==> src/rtl/utf8_cjk_presence_detector_unit_macros.svh <==
// ----------------------------------------------------------------------------
// UTF-8 CJK presence detector assertion macros
// Concurrent assertion wrappers used by the top-level detector file.
// ----------------------------------------------------------------------------
`ifndef UTF8_CJK_PRESENCE_DETECTOR_UNIT_MACROS_SVH
`define UTF8_CJK_PRESENCE_DETECTOR_UNIT_MACROS_SVH

// check a property on every edge outside reset
`define UCPD_ASSERT(name, clk, rst_n, prop) \
  name: assert property (@(posedge clk) disable iff (!rst_n) prop) \
    else $error("ucpd assertion failed");

// check a property on every edge, reset included
`define UCPD_ASSERT_ALWAYS(name, clk, prop) \
  name: assert property (@(posedge clk) prop) \
    else $error("ucpd assertion failed");

`endif

==> src/rtl/ucpd_pkg.sv <==
// ----------------------------------------------------------------------------
// UTF-8 CJK presence detector package
// Widths, CJK ideograph range table, range check and shared structs.
// ----------------------------------------------------------------------------
package ucpd_pkg;

  localparam int unsigned BYTE_W = 8;
  localparam int unsigned CODE_W = 21;
  localparam int unsigned PEND_W = 2;
  localparam int unsigned CJK_RANGES = 9;

  localparam logic [CODE_W-1:0] CJK_LO [CJK_RANGES] = '{
    21'h04E00, 21'h03400, 21'h20000, 21'h2A700, 21'h2B740,
    21'h2B820, 21'h2CEB0, 21'h0F900, 21'h2F800
  };
  localparam logic [CODE_W-1:0] CJK_HI [CJK_RANGES] = '{
    21'h09FFF, 21'h04DBF, 21'h2A6DF, 21'h2B73F, 21'h2B81F,
    21'h2CEAF, 21'h2EBEF, 21'h0FAFF, 21'h2FA1F
  };

  typedef struct packed {
    logic contains_cjk;
    logic truncated_tail;
  } result_t;

  typedef struct packed {
    logic seq_open;
    logic cjk_seen;
  } dec_status_t;

  function automatic logic in_cjk_range(input logic [CODE_W-1:0] cp);
    logic hit;
    hit = 1'b0;
    for (int i = 0; i < CJK_RANGES; i++) begin
      if (cp >= CJK_LO[i] && cp <= CJK_HI[i]) hit = 1'b1;
    end
    return hit;
  endfunction

endpackage

==> src/rtl/ucpd_decoder.sv <==
// ----------------------------------------------------------------------------
// UTF-8 CJK presence detector stream decoder
// Holds the open sequence and sticky hit flag, emits one result per string.
// ----------------------------------------------------------------------------
module ucpd_decoder (
  input  logic                         clk_i,
  input  logic                         rst_ni,
  input  logic                         accept_i,
  input  logic [ucpd_pkg::BYTE_W-1:0]  data_byte_i,
  input  logic                         end_of_string_i,
  input  logic                         no_byte_i,
  output logic                         push_o,
  output ucpd_pkg::result_t            result_o,
  output ucpd_pkg::dec_status_t        status_o
);

  logic [ucpd_pkg::PEND_W-1:0] pend_q, pend_d, pend_nx;
  logic [ucpd_pkg::CODE_W-1:0] acc_q, acc_d, acc_nx;
  logic                        seen_q, seen_d, seen_nx;

  always_comb begin
    pend_nx = pend_q;
    acc_nx  = acc_q;
    seen_nx = seen_q;
    if (accept_i && !no_byte_i) begin
      if (pend_q != '0) begin
        acc_nx  = {acc_q[ucpd_pkg::CODE_W-7:0], data_byte_i[5:0]};
        pend_nx = pend_q - 2'd1;
        if (pend_q == 2'd1 && ucpd_pkg::in_cjk_range(acc_nx)) seen_nx = 1'b1;
      end else begin
        unique case (data_byte_i) inside
          [8'hC0:8'hDF]: begin
            acc_nx  = {16'd0, data_byte_i[4:0]};
            pend_nx = 2'd1;
          end
          [8'hE0:8'hEF]: begin
            acc_nx  = {17'd0, data_byte_i[3:0]};
            pend_nx = 2'd2;
          end
          [8'hF0:8'hF7]: begin
            acc_nx  = {18'd0, data_byte_i[2:0]};
            pend_nx = 2'd3;
          end
          default: ;
        endcase
      end
    end
  end

  assign push_o                  = accept_i && end_of_string_i;
  assign result_o.contains_cjk   = seen_nx;
  assign result_o.truncated_tail = (pend_nx != '0);

  always_comb begin
    if (push_o) begin
      pend_d = '0;
      acc_d  = '0;
      seen_d = 1'b0;
    end else begin
      pend_d = pend_nx;
      acc_d  = acc_nx;
      seen_d = seen_nx;
    end
  end

  always_ff @(posedge clk_i or negedge rst_ni) begin
    if (!rst_ni) begin
      pend_q <= '0;
      acc_q  <= '0;
      seen_q <= 1'b0;
    end else begin
      pend_q <= pend_d;
      acc_q  <= acc_d;
      seen_q <= seen_d;
    end
  end

  assign status_o.seq_open = (pend_q != '0);
  assign status_o.cjk_seen = seen_q;

endmodule

==> src/rtl/ucpd_out_buf.sv <==
// ----------------------------------------------------------------------------
// UTF-8 CJK presence detector result buffer
// Output register with one skid entry so the input keeps flowing under stall.
// ----------------------------------------------------------------------------
module ucpd_out_buf (
  input  logic              clk_i,
  input  logic              rst_ni,
  input  logic              push_i,
  input  ucpd_pkg::result_t push_data_i,
  output logic              full_o,
  output logic              out_valid_o,
  input  logic              out_stall_i,
  output ucpd_pkg::result_t out_data_o
);

  logic              out_valid_q, out_valid_d;
  logic              skid_valid_q, skid_valid_d;
  ucpd_pkg::result_t out_data_q, out_data_d;
  ucpd_pkg::result_t skid_data_q, skid_data_d;
  logic              pop;

  assign pop = out_valid_q && !out_stall_i;

  always_comb begin
    out_valid_d  = out_valid_q;
    out_data_d   = out_data_q;
    skid_valid_d = skid_valid_q;
    skid_data_d  = skid_data_q;
    if (pop) begin
      if (skid_valid_q) begin
        out_data_d   = skid_data_q;
        skid_valid_d = 1'b0;
      end else begin
        out_valid_d = push_i;
        out_data_d  = push_data_i;
      end
    end else if (!out_valid_q) begin
      out_valid_d = push_i;
      out_data_d  = push_data_i;
    end else if (push_i) begin
      skid_valid_d = 1'b1;
      skid_data_d  = push_data_i;
    end
  end

  always_ff @(posedge clk_i or negedge rst_ni) begin
    if (!rst_ni) begin
      out_valid_q  <= 1'b0;
      skid_valid_q <= 1'b0;
    end else begin
      out_valid_q  <= out_valid_d;
      skid_valid_q <= skid_valid_d;
    end
  end

  always_ff @(posedge clk_i) begin
    out_data_q  <= out_data_d;
    skid_data_q <= skid_data_d;
  end

  assign full_o      = skid_valid_q;
  assign out_valid_o = out_valid_q;
  assign out_data_o  = out_data_q;

endmodule

==> src/rtl/utf8_cjk_presence_detector_unit.sv <==
// ----------------------------------------------------------------------------
// UTF-8 CJK presence detector
// Decodes a UTF-8 byte stream and reports whether it holds a CJK ideograph.
// ----------------------------------------------------------------------------
// One byte is taken per cycle unless stalled; each byte passes through the
// sequence decoder and a nine-range compare in a single step, set by the
// decoder state registers. The request that ends a string produces its
// result in the output register on the next edge, or in the skid entry when
// a stalled result still holds the output register. A two-entry result buffer
// lets input run on while a result waits; in_stall_o rises only when both
// entries hold results that have not been taken.
`include "utf8_cjk_presence_detector_unit_macros.svh"

module utf8_cjk_presence_detector_unit (
  input  logic                         clk_i,
  input  logic                         rst_ni,
  input  logic                         in_valid_i,
  output logic                         in_stall_o,
  input  logic [ucpd_pkg::BYTE_W-1:0]  data_byte_i,
  input  logic                         end_of_string_i,
  input  logic                         no_byte_i,
  output logic                         out_valid_o,
  input  logic                         out_stall_i,
  output logic                         contains_cjk_o,
  output logic                         truncated_tail_o
);

  logic                  accept;
  logic                  push;
  logic                  full;
  ucpd_pkg::result_t     result;
  ucpd_pkg::result_t     out_data;
  ucpd_pkg::dec_status_t status;

  assign accept     = in_valid_i && !full;
  assign in_stall_o = full;

  ucpd_decoder u_decoder (
    .clk_i           (clk_i),
    .rst_ni          (rst_ni),
    .accept_i        (accept),
    .data_byte_i     (data_byte_i),
    .end_of_string_i (end_of_string_i),
    .no_byte_i       (no_byte_i),
    .push_o          (push),
    .result_o        (result),
    .status_o        (status)
  );

  ucpd_out_buf u_out_buf (
    .clk_i       (clk_i),
    .rst_ni      (rst_ni),
    .push_i      (push),
    .push_data_i (result),
    .full_o      (full),
    .out_valid_o (out_valid_o),
    .out_stall_i (out_stall_i),
    .out_data_o  (out_data)
  );

  assign contains_cjk_o   = out_data.contains_cjk;
  assign truncated_tail_o = out_data.truncated_tail;

  `UCPD_ASSERT_ALWAYS(a_stall_needs_output, clk_i, in_stall_o |-> out_valid_o)
  `UCPD_ASSERT(a_end_clears_state, clk_i, rst_ni,
               push |=> !status.seq_open && !status.cjk_seen)
  `UCPD_ASSERT(a_end_fills_output, clk_i, rst_ni,
               (push && !out_valid_o) |=> out_valid_o)

endmodule

==> config.mk <==
export PLATFORM = sky130hd
export DESIGN_NAME = utf8_cjk_presence_detector_unit
export DESIGN_NICKNAME = d
export VERILOG_FILES = /design/src/rtl/ucpd_pkg.sv /design/src/rtl/ucpd_decoder.sv /design/src/rtl/ucpd_out_buf.sv /design/src/rtl/utf8_cjk_presence_detector_unit.sv
export VERILOG_INCLUDE_DIRS = /design/src /design/src/rtl
export SDC_FILE = /design/constraint.sdc
export NUM_CORES = 1
export LEC_CHECK = 0
export BUFFER_PORTS_ARGS = -buffer_cell sky130_fd_sc_hd__buf_4
export CORE_ASPECT_RATIO = 0.9
export CORE_MARGIN = 2
export CORE_UTILIZATION = 61
export DETAILED_ROUTE_END_ITERATION = 12
export PLACE_DENSITY = 0.83
export SLEW_MARGIN = 0
export SYNTH_ARGS = -nofsm -noshare
export SYNTH_HDL_FRONTEND = slang
export SYNTH_SLANG_ARGS = --single-unit
==> constraint.sdc <==
create_clock -name clk_i -period 6.6 [get_ports clk_i]
set_input_delay 1.32 -clock clk_i [delete_from_list [all_inputs] [get_ports clk_i]]
set_output_delay 1.32 -clock clk_i [all_outputs]
set_load 0.1 [all_outputs]
==> results.json, run 1 <==
{
  "cts-resized-gates": 0,
  "die-height_um": 49.7,
  "tritoncts": "done",
  "port_buffers": 17,
  "fin_worst_skew_ps": 2.67,
  "ys_seq_area_frac": 0.439,
  "htree_levels": 1,
  "clockPowerShare": 0.234,
  "io_pins": 18,
  "p_leak_nw": 0.659,
  "final_antenna_net_count": 0,
  "rr_startpoint": "u_decoder.acc_q[5]",
  "peakVddDrop_v": 0.000281,
  "syn_inst": 144,
  "die_area_um2": 2720,
  "start_util": 0.648,
  "drc": 0,
  "fin_setup_tns_ps": 0,
  "ys_types": 48,
  "cp_max_fo": 6,
  "synth-edff-count": 4,
  "clkLatencyLatePin_ps": 320,
  "grt_pass1_wl_um": 5400,
  "cap_violations": 0,
  "cts.sinks": 24,
  "hold_violations": 0,
  "syn_nets": 158,
  "relSlewSlack": 0.300,
  "stdcell_area_um2": 1540,
  "clock-root-buffer": "clkbuf_4",
  "grt_pass1_vias": 1153,
  "yosysTopAreaCell": "dfrtp_1",
  "final_common_cell": "dfrtp_1",
  "syn_area_um2": 1410,
  "p_seq_frac": 0.433,
  "first_pass_iters": 4,
  "critPathLaunch": "data_byte_i[3]",
  "gp_congestion": 0.875,
  "fin_crit_ps": 2870,
  "worstSetupPathType": "input pin to flop",
  "row_count": 16,
  "timing.final.crit_share": 0.434,
  "grt_antenna_before_repair": 0,
  "pwr-share-comb": 0.334,
  "post_drt_wl_per_cell_um": 17.6,
  "yosysTopAreaCellShare": 0.354,
  "final_cell_mix": "20 x dfrtp_1, 17 x buf_4, 9 x nand2_1",
  "grt_setup_unrepaired": "false",
  "grt_use_total": 0.271,
  "final-setup-viol-count": 0,
  "critPathArrivalTime_ps": 2930,
  "postCtsSetupBuffers": 0,
  "worst_pin_slew_ps": 1040,
  "hold_class": "flop to flop",
  "via_per_inst": 6.81,
  "num-nets-final": 169,
  "ys_async_sr_fraction": 0.833,
  "crit_required_ps": 6660,
  "wl_um": 3190,
  "areaGrowthSynthToFinish_pct": 9.20,
  "timing.fmax_ghz": 0.349,
  "drt-initial-drc-count": 37,
  "antennaDiodeCount": 0,
  "netSwitchingPower_mw": 0.187,
  "critPathLaunchType": "input pin",
  "yosys_warnings": 0,
  "worstHoldStart": "u_decoder.seen_q",
  "power.share.switching": 0.408,
  "ys.flop_type": "dfrtp_1",
  "drive_above_1_share": 0.201,
  "hold_buffers": 0,
  "die_x_um": 54.7,
  "synth.avg_cell_area_um2": 9.82,
  "whs_ps": 537,
  "dr_total_vias": 1233,
  "ys_ff_latch": 24,
  "cts_buffer_depth": 2,
  "core_um2": 2180,
  "overflow": 0,
  "outcome": "complete, no violations",
  "grt_max_degree": 21,
  "cts_buffers": 3,
  "dp_hpwl_um": 2250,
  "p_int_mw": 0.272,
  "end_kind": "flop",
  "clk_pin_slew_ps": 140,
  "power_density_nw_per_um2": 297,
  "synth_area_leaders": "dfrtp_1 35%, edfxtp_1 8.5%, a22o_1 5.0%",
  "placed_area_um2": 1490,
  "slew_violations": 0
}
==> flip-flops by register name, indices dropped and copies added, names as in the netlist <==
| signal | count |
|---|---|
| u_out_buf.full_o | 1 |
| u_out_buf.out_valid_o | 1 |
| u_decoder.seen_q | 1 |
| u_out_buf.skid_data_q | 2 |
| u_decoder.pend_q | 2 |
| u_decoder.acc_q | 15 |
| u_out_buf.out_data_o | 2 |
==> critical path, cell delays in order <==
cell and delay (ps):
buf_4 90, and2_0 300, a41o_2 250, a221oi_1 70, a311o_1 300, nor4_2 410, o311ai_1 180
==> kinds of logic (layout without fill, tap and decap cells) <==
logic type	count (synthesis)	count (layout)	synth area share
and+or+nand+nor	58	58	0.246
AOI/OAI and AO/OA	41	41	0.212
DFF	24	24	0.439
buffers and inverters	17	27	0.0752
muxes	3	3	0.0221
xor gates and xnor gates	1	1	0.00620
==> power groups by stage <==
stage / clock (mW) / sequential [mW] / combinational, mW
2_1_floorplan: 0 / 0.256 / 0.0638
3_3_place_gp: 0 / 0.200 / 0.149
3_5_place_dp: 0 / 0.200 / 0.152
4_1_cts: 0.108 / 0.197 / 0.153
5_1_grt: 0.116 / 0.203 / 0.163
6_report: 0.107 / 0.199 / 0.153
==> cells in the mapped netlist (2+ instances only) <==
master    number
or3_1          2
a22o_1         8
nor4_1         4
clkbuf_1       3
nand3_1        8
edfxtp_1       4
and3b_1        2
nor2_1         8
a22o_2         2
dfrtp_1       20
nor3_1         6
or2_2          2
mux2i_1        2
nand2_1        9
a21oi_1        7
nand2b_1       2
buf_6          4
buf_4          3
o41ai_1        3
inv_1          6
nand4_1        4
a31oi_1        3
o21ai_0        7
==> metrics by stage <==
stage / util / cells / worst slack, ps / total power, mW
after floorplan: - / 144 / 3620 / 0.320
after global routing: 0.708 / 181 / 3720 / 0.483
after CTS: 0.708 / 181 / 3760 / 0.459
after detailed placement: 0.683 / 177 / 3400 / 0.352
after global placement: 0.683 / 177 / 3460 / 0.349
final: 0.708 / 181 / 3730 / 0.459
==> layout make-up <==
type	count	area, µm²
Sequential cell	24	621
Timing Repair Buffer	17	128
Clock inverter	1	30.0
Tap cell	27	33.8
Inverter	6	22.5
Multi-Input combinational cell	103	687
Clock buffer	3	22.5
Fill cell	165	638
==> routing by layer <==
layer	vias up	GRT usage	wire length, µm
met3	2	0.0667	250
li1	567	-	-
met1	603	0.380	1380
met4	0	0.0583	15
met5	-	0	0
met2	61	0.419	1540
==> final timing paths <==
path	endpoint	slack, ps	cells past startpoint
worst max-delay path	u_out_buf.out_data_o[1]	3730	7
worst min-delay path	u_decoder.seen_q	540	2
worst max register to register	u_out_buf.out_data_o[1]	3960	6
worst min register to register	u_decoder.seen_q	540	2
max in group asynchronous	u_decoder.acc_q[11]	5550	1
min in group asynchronous	u_decoder.seen_q	850	1
(Power assumes the default switching activity.)
==> run 2, diff against run 1 <==
--- a/config.mk
+++ b/config.mk
@@ -6,12 +6,13 @@
 export SDC_FILE = /design/constraint.sdc
 export NUM_CORES = 1
 export LEC_CHECK = 0
+export ABC_AREA = 1
 export BUFFER_PORTS_ARGS = -buffer_cell sky130_fd_sc_hd__buf_4
 export CORE_ASPECT_RATIO = 0.9
 export CORE_MARGIN = 2
-export CORE_UTILIZATION = 61
+export CORE_UTILIZATION = 53
 export DETAILED_ROUTE_END_ITERATION = 12
-export PLACE_DENSITY = 0.83
+export PLACE_DENSITY = 0.76
 export SLEW_MARGIN = 0
 export SYNTH_ARGS = -nofsm -noshare
 export SYNTH_HDL_FRONTEND = slang
==> constraint.sdc (replaced) <==
create_clock -name clk_i -period 2.3 [get_ports clk_i]
set_input_delay 0.46 -clock clk_i [delete_from_list [all_inputs] [get_ports clk_i]]
set_output_delay 0.46 -clock clk_i [all_outputs]
set_load 0.1 [all_outputs]
==> results.json, run 2 <==
{
  "fin_worst_skew_ps": 11.0,
  "rr_startpoint": "u_decoder.acc_q[11]",
  "htree_levels": 1,
  "final_cells": 331,
  "worstSetupPathType": "flop to flop",
  "pwr-share-comb": 0.454,
  "fin_crit_ps": 1890,
  "grt_antenna_before_repair": 0,
  "syn_area_um2": 1740,
  "slew_violations": 0,
  "cpMaxStageDelayCell": "dfrtp_1",
  "areaGrowthSynthToFinish_pct": 12.1,
  "synth-xor-area-share": 0,
  "syn_nets": 282,
  "critPathArrivalTime_ps": 1980,
  "cts.sinks": 24,
  "start_util": 0.563,
  "crit_family": "simple AND/OR/NAND/NOR gates",
  "io_pins": 18,
  "yosysMostFrequentCell": "nand2_1",
  "wl_um": 4480,
  "peakVddDrop_v": 0.000777,
  "port_buffers": 17,
  "yosysTopAreaCellShare": 0.288,
  "outcome": "finished with violations",
  "timing.fmax_ghz": 0.529,
  "hold_buffers": 0,
  "synth_area_leaders": "dfrtp_1 29%, nand2_1 14%, nor2_1 8.4%",
  "antennaDiodeCount": 0,
  "p_int_mw": 0.753,
  "synth_compound_area_frac": 0.122,
  "synth.avg_cell_area_um2": 6.49,
  "clk_pin_slew_ps": 130,
  "die_x_um": 64.4,
  "ys_seq_area_frac": 0.357,
  "synthAdderAreaFrac": 0,
  "cap_violations": 0,
  "drc": 0,
  "clock-root-buffer": "clkbuf_4",
  "largest_reg_flops": 15,
  "whs_ps": -4.78,
  "critPathLaunchType": "flop",
  "p_leak_nw": 0.980,
  "hold_class": "input pin to async pin",
  "yosysTopAreaCell": "dfrtp_1",
  "largest_register": "u_decoder.acc_q",
  "synthMuxAreaShare": 0,
  "power_density_nw_per_um2": 758,
  "crit_chain": "nor2_1 -> nand2_1 -> nor2_1 -> o21ai_1 -> nand2_1 -> nand2_1 -> inv_1 -> nand2_1 -> nor2_1 -> nand2_1 -> nand2_2 -> nand2_2 -> nand2_1 -> nand2_1",
  "grt_setup_unrepaired": "false",
  "cts-resized-gates": 0,
  "post_drt_wl_per_cell_um": 13.5,
  "synth-simple-area-share": 0.418,
  "cts_buffer_depth": 2,
  "dr_total_vias": 1797,
  "clkLatencyLatePin_ps": 310,
  "yosys_warnings": 0,
  "crit_required_ps": 2390,
  "slowest_delay_ps": 430,
  "cp_max_fo": 6,
  "path_buf_inv": 1,
  "critPathLaunch": "u_decoder.acc_q[11]",
  "gp_congestion": 0.949,
  "ys_async_sr_fraction": 0.833,
  "row_count": 19,
  "grt_max_degree": 21,
  "grt_pass1_vias": 1667,
  "dp_cells": 327,
  "core_um2": 3090,
  "synth_top_family_by_area": "simple AND/OR/NAND/NOR gates",
  "drt-initial-drc-count": 138,
  "hold_violations": 8,
  "first_pass_iters": 4,
  "final-setup-viol-count": 0,
  "ys.flop_type": "dfrtp_1",
  "grt_use_total": 0.264,
  "final_antenna_net_count": 0,
  "worst_pin_slew_ps": 425,
  "postCtsSetupBuffers": 0,
  "relSlewSlack": 0.716,
  "syn_inst": 268,
  "fin_setup_tns_ps": 0,
  "final_cell_mix": "67 x nand2_1, 39 x nor2_1, 36 x inv_1",
  "die_area_um2": 3760,
  "die-height_um": 58.4,
  "timing.final.crit_share": 0.822,
  "tritoncts": "done",
  "p_seq_frac": 0.419,
  "nFillCells": 301,
  "clockPowerShare": 0.128,
  "drive_above_1_share": 0.176,
  "via_per_inst": 5.43,
  "power.share.switching": 0.491,
  "ys_ff_latch": 24,
  "final_common_cell": "nand2_1",
  "crit_top_cell": "nand2_1",
  "ys_types": 23,
  "grt_pass1_wl_um": 7630,
  "end_kind": "flop",
  "netSwitchingPower_mw": 0.727,
  "cts_buffers": 3,
  "failed_checks": "negative hold slack",
  "synth-edff-count": 4,
  "synthTopCellsByCount": "67 x nand2_1, 39 x nor2_1, 36 x inv_1",
  "overflow": 0,
  "num-nets-final": 304,
  "dp_hpwl_um": 3600
}
-- run 2: cell types whose count changed in the layout (fill, tap and decap cells not counted), moves of 4 or more --
cell     previous run  this run
a22o_1              8         0
inv_1               6        36
inv_2               0         9
nand2_1             9        67
nand2_2             0         5
nand3_1             8        27
nor2_1              8        39
nor2_2              0         7
nor3_2              0         4
nor4_1              4         0
o22ai_1             1        11
-- run 2: cells by family (layout without fill, tap and decap cells) --
group | Yosys count | in the layout
AND/OR/NAND/NOR | 161 | 161
buffers and inverters | 47 | 68
AO/OA/AOI/OAI | 36 | 36
flip-flops | 24 | 24
-- run 2: per-stage QoR --
step                      instance area (µm²)  utilization  hold WS [ps]  setup WS (ps)  total power, mW
after floorplan                          1740            -           164            402             1.10
final                                    1950        0.632         -4.78            409             1.48
after global placement                   1930        0.623           352            444             1.28
after global routing                     1950        0.632          2.57            214             1.57
after detailed placement                 1930        0.623           351            427             1.29
after CTS                                1950        0.632          3.68            416             1.47
-- run 2: per-layer routing --
| layer | GRT usage | vias up | part of all wire |
|---|---|---|---|
| met5 | 0 | - | 0 |
| met4 | 0.0881 | 0 | 0.0096 |
| met3 | 0.0554 | 6 | 0.092 |
| met2 | 0.378 | 69 | 0.43 |
| met1 | 0.400 | 810 | 0.47 |
| li1 | - | 912 | - |
-- run 2: cell type report --
| type | count | area (µm²) | area share |
|---|---|---|---|
| Clock buffer | 4 | 26.3 | 0.0135 |
| Sequential cell | 24 | 621 | 0.318 |
| Tap cell | 42 | 52.6 | 0.0269 |
| Inverter | 45 | 169 | 0.0865 |
| Multi-Input combinational cell | 197 | 941 | 0.482 |
| Timing Repair Buffer | 19 | 143 | 0.0731 |
-- run 2: worst paths after layout --
path / endpoint / slack, ps / cells after the start
hold / removal: u_decoder.acc_q[0] / -5 / 1
setup / recovery: u_out_buf.out_data_o[1] / 410 / 14
setup reg to reg: u_out_buf.out_data_o[1] / 410 / 14
max in group asynchronous: u_decoder.acc_q[5] / 2090 / 1
hold reg to reg: u_out_buf.skid_data_q[1] / 560 / 2
min in group clk_i: u_decoder.acc_q[2] / 390 / 3
-- run 2: power by group through the flow --
stage / Combinational, mW / Sequential (mW) / Clock (mW)
2_1_floorplan: 0.305 / 0.792 / 0
3_3_place_gp: 0.658 / 0.621 / 0
3_5_place_dp: 0.663 / 0.623 / 0
4_1_cts: 0.667 / 0.614 / 0.190
5_1_grt: 0.729 / 0.630 / 0.213
6_report: 0.671 / 0.620 / 0.189
==> run 3, diff against run 2 <==
--- a/config.mk
+++ b/config.mk
@@ -6,13 +6,13 @@
 export SDC_FILE = /design/constraint.sdc
 export NUM_CORES = 1
 export LEC_CHECK = 0
-export ABC_AREA = 1
+export ABC_AREA = 0
 export BUFFER_PORTS_ARGS = -buffer_cell sky130_fd_sc_hd__buf_4
 export CORE_ASPECT_RATIO = 0.9
 export CORE_MARGIN = 2
-export CORE_UTILIZATION = 53
+export CORE_UTILIZATION = 56
 export DETAILED_ROUTE_END_ITERATION = 12
-export PLACE_DENSITY = 0.76
+export PLACE_DENSITY = 0.78
 export SLEW_MARGIN = 0
 export SYNTH_ARGS = -nofsm -noshare
 export SYNTH_HDL_FRONTEND = slang
==> constraint.sdc (replaced) <==
create_clock -name clk_i -period 1.9 [get_ports clk_i]
set_input_delay 0.38 -clock clk_i [delete_from_list [all_inputs] [get_ports clk_i]]
set_output_delay 0.38 -clock clk_i [all_outputs]
set_load 0.1 [all_outputs]
==> results.json, run 3 (synthesis results as in run 1) <==
{
  "critPathArrivalTime_ps": 2440,
  "rr_startpoint": "u_decoder.acc_q[5]",
  "cap_violations": 0,
  "final_antenna_net_count": 0,
  "gp_congestion": 0.931,
  "overflow": 0,
  "utilization": 0.729,
  "hold_class": "input pin to flop",
  "drc": 0,
  "grt_max_degree": 21,
  "row_count": 17,
  "crit_chain": "or4b_4 -> nor4b_4 -> a221oi_2 -> a311o_1 -> nor4_4 -> o311ai_1",
  "die_x_um": 57.0,
  "nFillCells": 175,
  "clkLatencyLatePin_ps": 310,
  "relSlewSlack": 0.720,
  "dp_cells": 203,
  "timing.fmax_ghz": 0.423,
  "wl_um": 3690,
  "die-height_um": 51.7,
  "busiest_layer": "met2",
  "fin_setup_tns_ps": -1330,
  "stdcell_area_um2": 1770,
  "whs_ps": 290,
  "clock-root-buffer": "clkbuf_4",
  "p_leak_nw": 0.803,
  "cts_buffers": 3,
  "failed_checks": "negative setup slack",
  "met1_usage": 0.368,
  "crit_required_ps": 1980,
  "final_cell_mix": "43 x buf_4, 19 x dfrtp_1, 9 x nand2_1",
  "final_common_cell": "buf_4",
  "hold_violations": 0,
  "use_met3": 0.0746,
  "final_cells": 209,
  "fin_worst_skew_ps": 5.33,
  "grt_pass1_wl_um": 6290,
  "port_buffers": 17,
  "largest_reg_flops": 15,
  "num-nets-final": 196,
  "critPathLaunch": "u_decoder.acc_q[5]",
  "die_area_um2": 2940,
  "io_pins": 18,
  "dp_hpwl_um": 2670,
  "cpMaxStageDelayCell": "or4b_4",
  "worstHoldStart": "end_of_string_i",
  "cts.sinks": 24,
  "total_power_mw": 1.55,
  "cp_max_fo": 3,
  "grt.met2_usage": 0.448,
  "worstSetupPathType": "flop to flop",
  "outcome": "finished with violations",
  "setup_slack_ps": -465,
  "start_util": 0.583,
  "largest_register": "u_decoder.acc_q",
  "dr_total_vias": 1370,
  "worst_pin_slew_ps": 418,
  "grt_antenna_before_repair": 0,
  "slowest_delay_ps": 550,
  "peakVddDrop_v": 0.00123,
  "fin_crit_ps": 2360,
  "slew_violations": 0,
  "htree_levels": 1,
  "grt_use_total": 0.280,
  "reg2reg_slack_ps": -460,
  "critPathLaunchType": "flop",
  "areaGrowthSynthToFinish_pct": 25.0,
  "core_um2": 2420,
  "clk_pin_slew_ps": 140,
  "drive_above_1_share": 0.343,
  "post_drt_wl_per_cell_um": 17.6,
  "end_kind": "flop",
  "first_pass_iters": 7,
  "antennaDiodeCount": 0,
  "dpl_worst_slack_ps": -455,
  "timing.final.crit_share": 1.24,
  "grt_pass1_vias": 1332,
  "grt_setup_unrepaired": "true",
  "final-setup-viol-count": 3,
  "tritoncts": "done",
  "drt-initial-drc-count": 83,
  "power_density_nw_per_um2": 879,
  "via_per_inst": 6.56,
  "cts_buffer_depth": 2,
  "placed_area_um2": 1690
}
-- run 3: path summary, 6_finish.rpt --
| kind | end | depth (start not counted) |
|---|---|---|
| max | u_out_buf.out_data_o[1] | 6 |
| max in group asynchronous | u_out_buf.full_o | 2 |
| max reg2reg | u_out_buf.out_data_o[1] | 6 |
| min in group asynchronous | u_out_buf.full_o | 2 |
| min | u_decoder.acc_q[4] | 2 |
| min reg2reg | u_decoder.acc_q[13] | 1 |
-- run 3: cell type report --
| class | count | area [µm²] | area share |
|---|---|---|---|
| Timing Repair Buffer | 44 | 333 | 0.188 |
| Inverter | 6 | 22.5 | 0.0127 |
| Multi-Input combinational cell | 103 | 727 | 0.411 |
| Clock buffer | 3 | 22.5 | 0.0127 |
| Sequential cell | 24 | 624 | 0.353 |
| Tap cell | 28 | 35.0 | 0.0198 |
| Clock inverter | 1 | 3.75 | 0.00212 |
-- run 3: repair_timing --
item | CTS | global route
setup endpoints to repair | 3 | 3
cloned | 0 | 0
pin swaps | 1 | 0
hold buffers | 1 | 0
resized for setup | 4 | 1
buffers inserted | 1 | 0
hold endpoints to repair | 20 | 0
-- run 3: worst max-delay path: cells and delay by family, from the launching register on --
family	cells	cell delay, ps
simple gates	3	1160
compound gates	3	530
flops	1	430
-- run 3: per-layer routing --
metal  wire length, µm  share of wire
met1              1530           0.42
met2              1730           0.47
met3               344          0.093
met4                84          0.023
met5                 0              0
-- run 3: report_power, final --
group | switching, mW | internal (mW) | total [mW]
Clock | 0.160 | 0.0768 | 0.237
Combinational | 0.461 | 0.205 | 0.666
Sequential | 0.0535 | 0.598 | 0.651
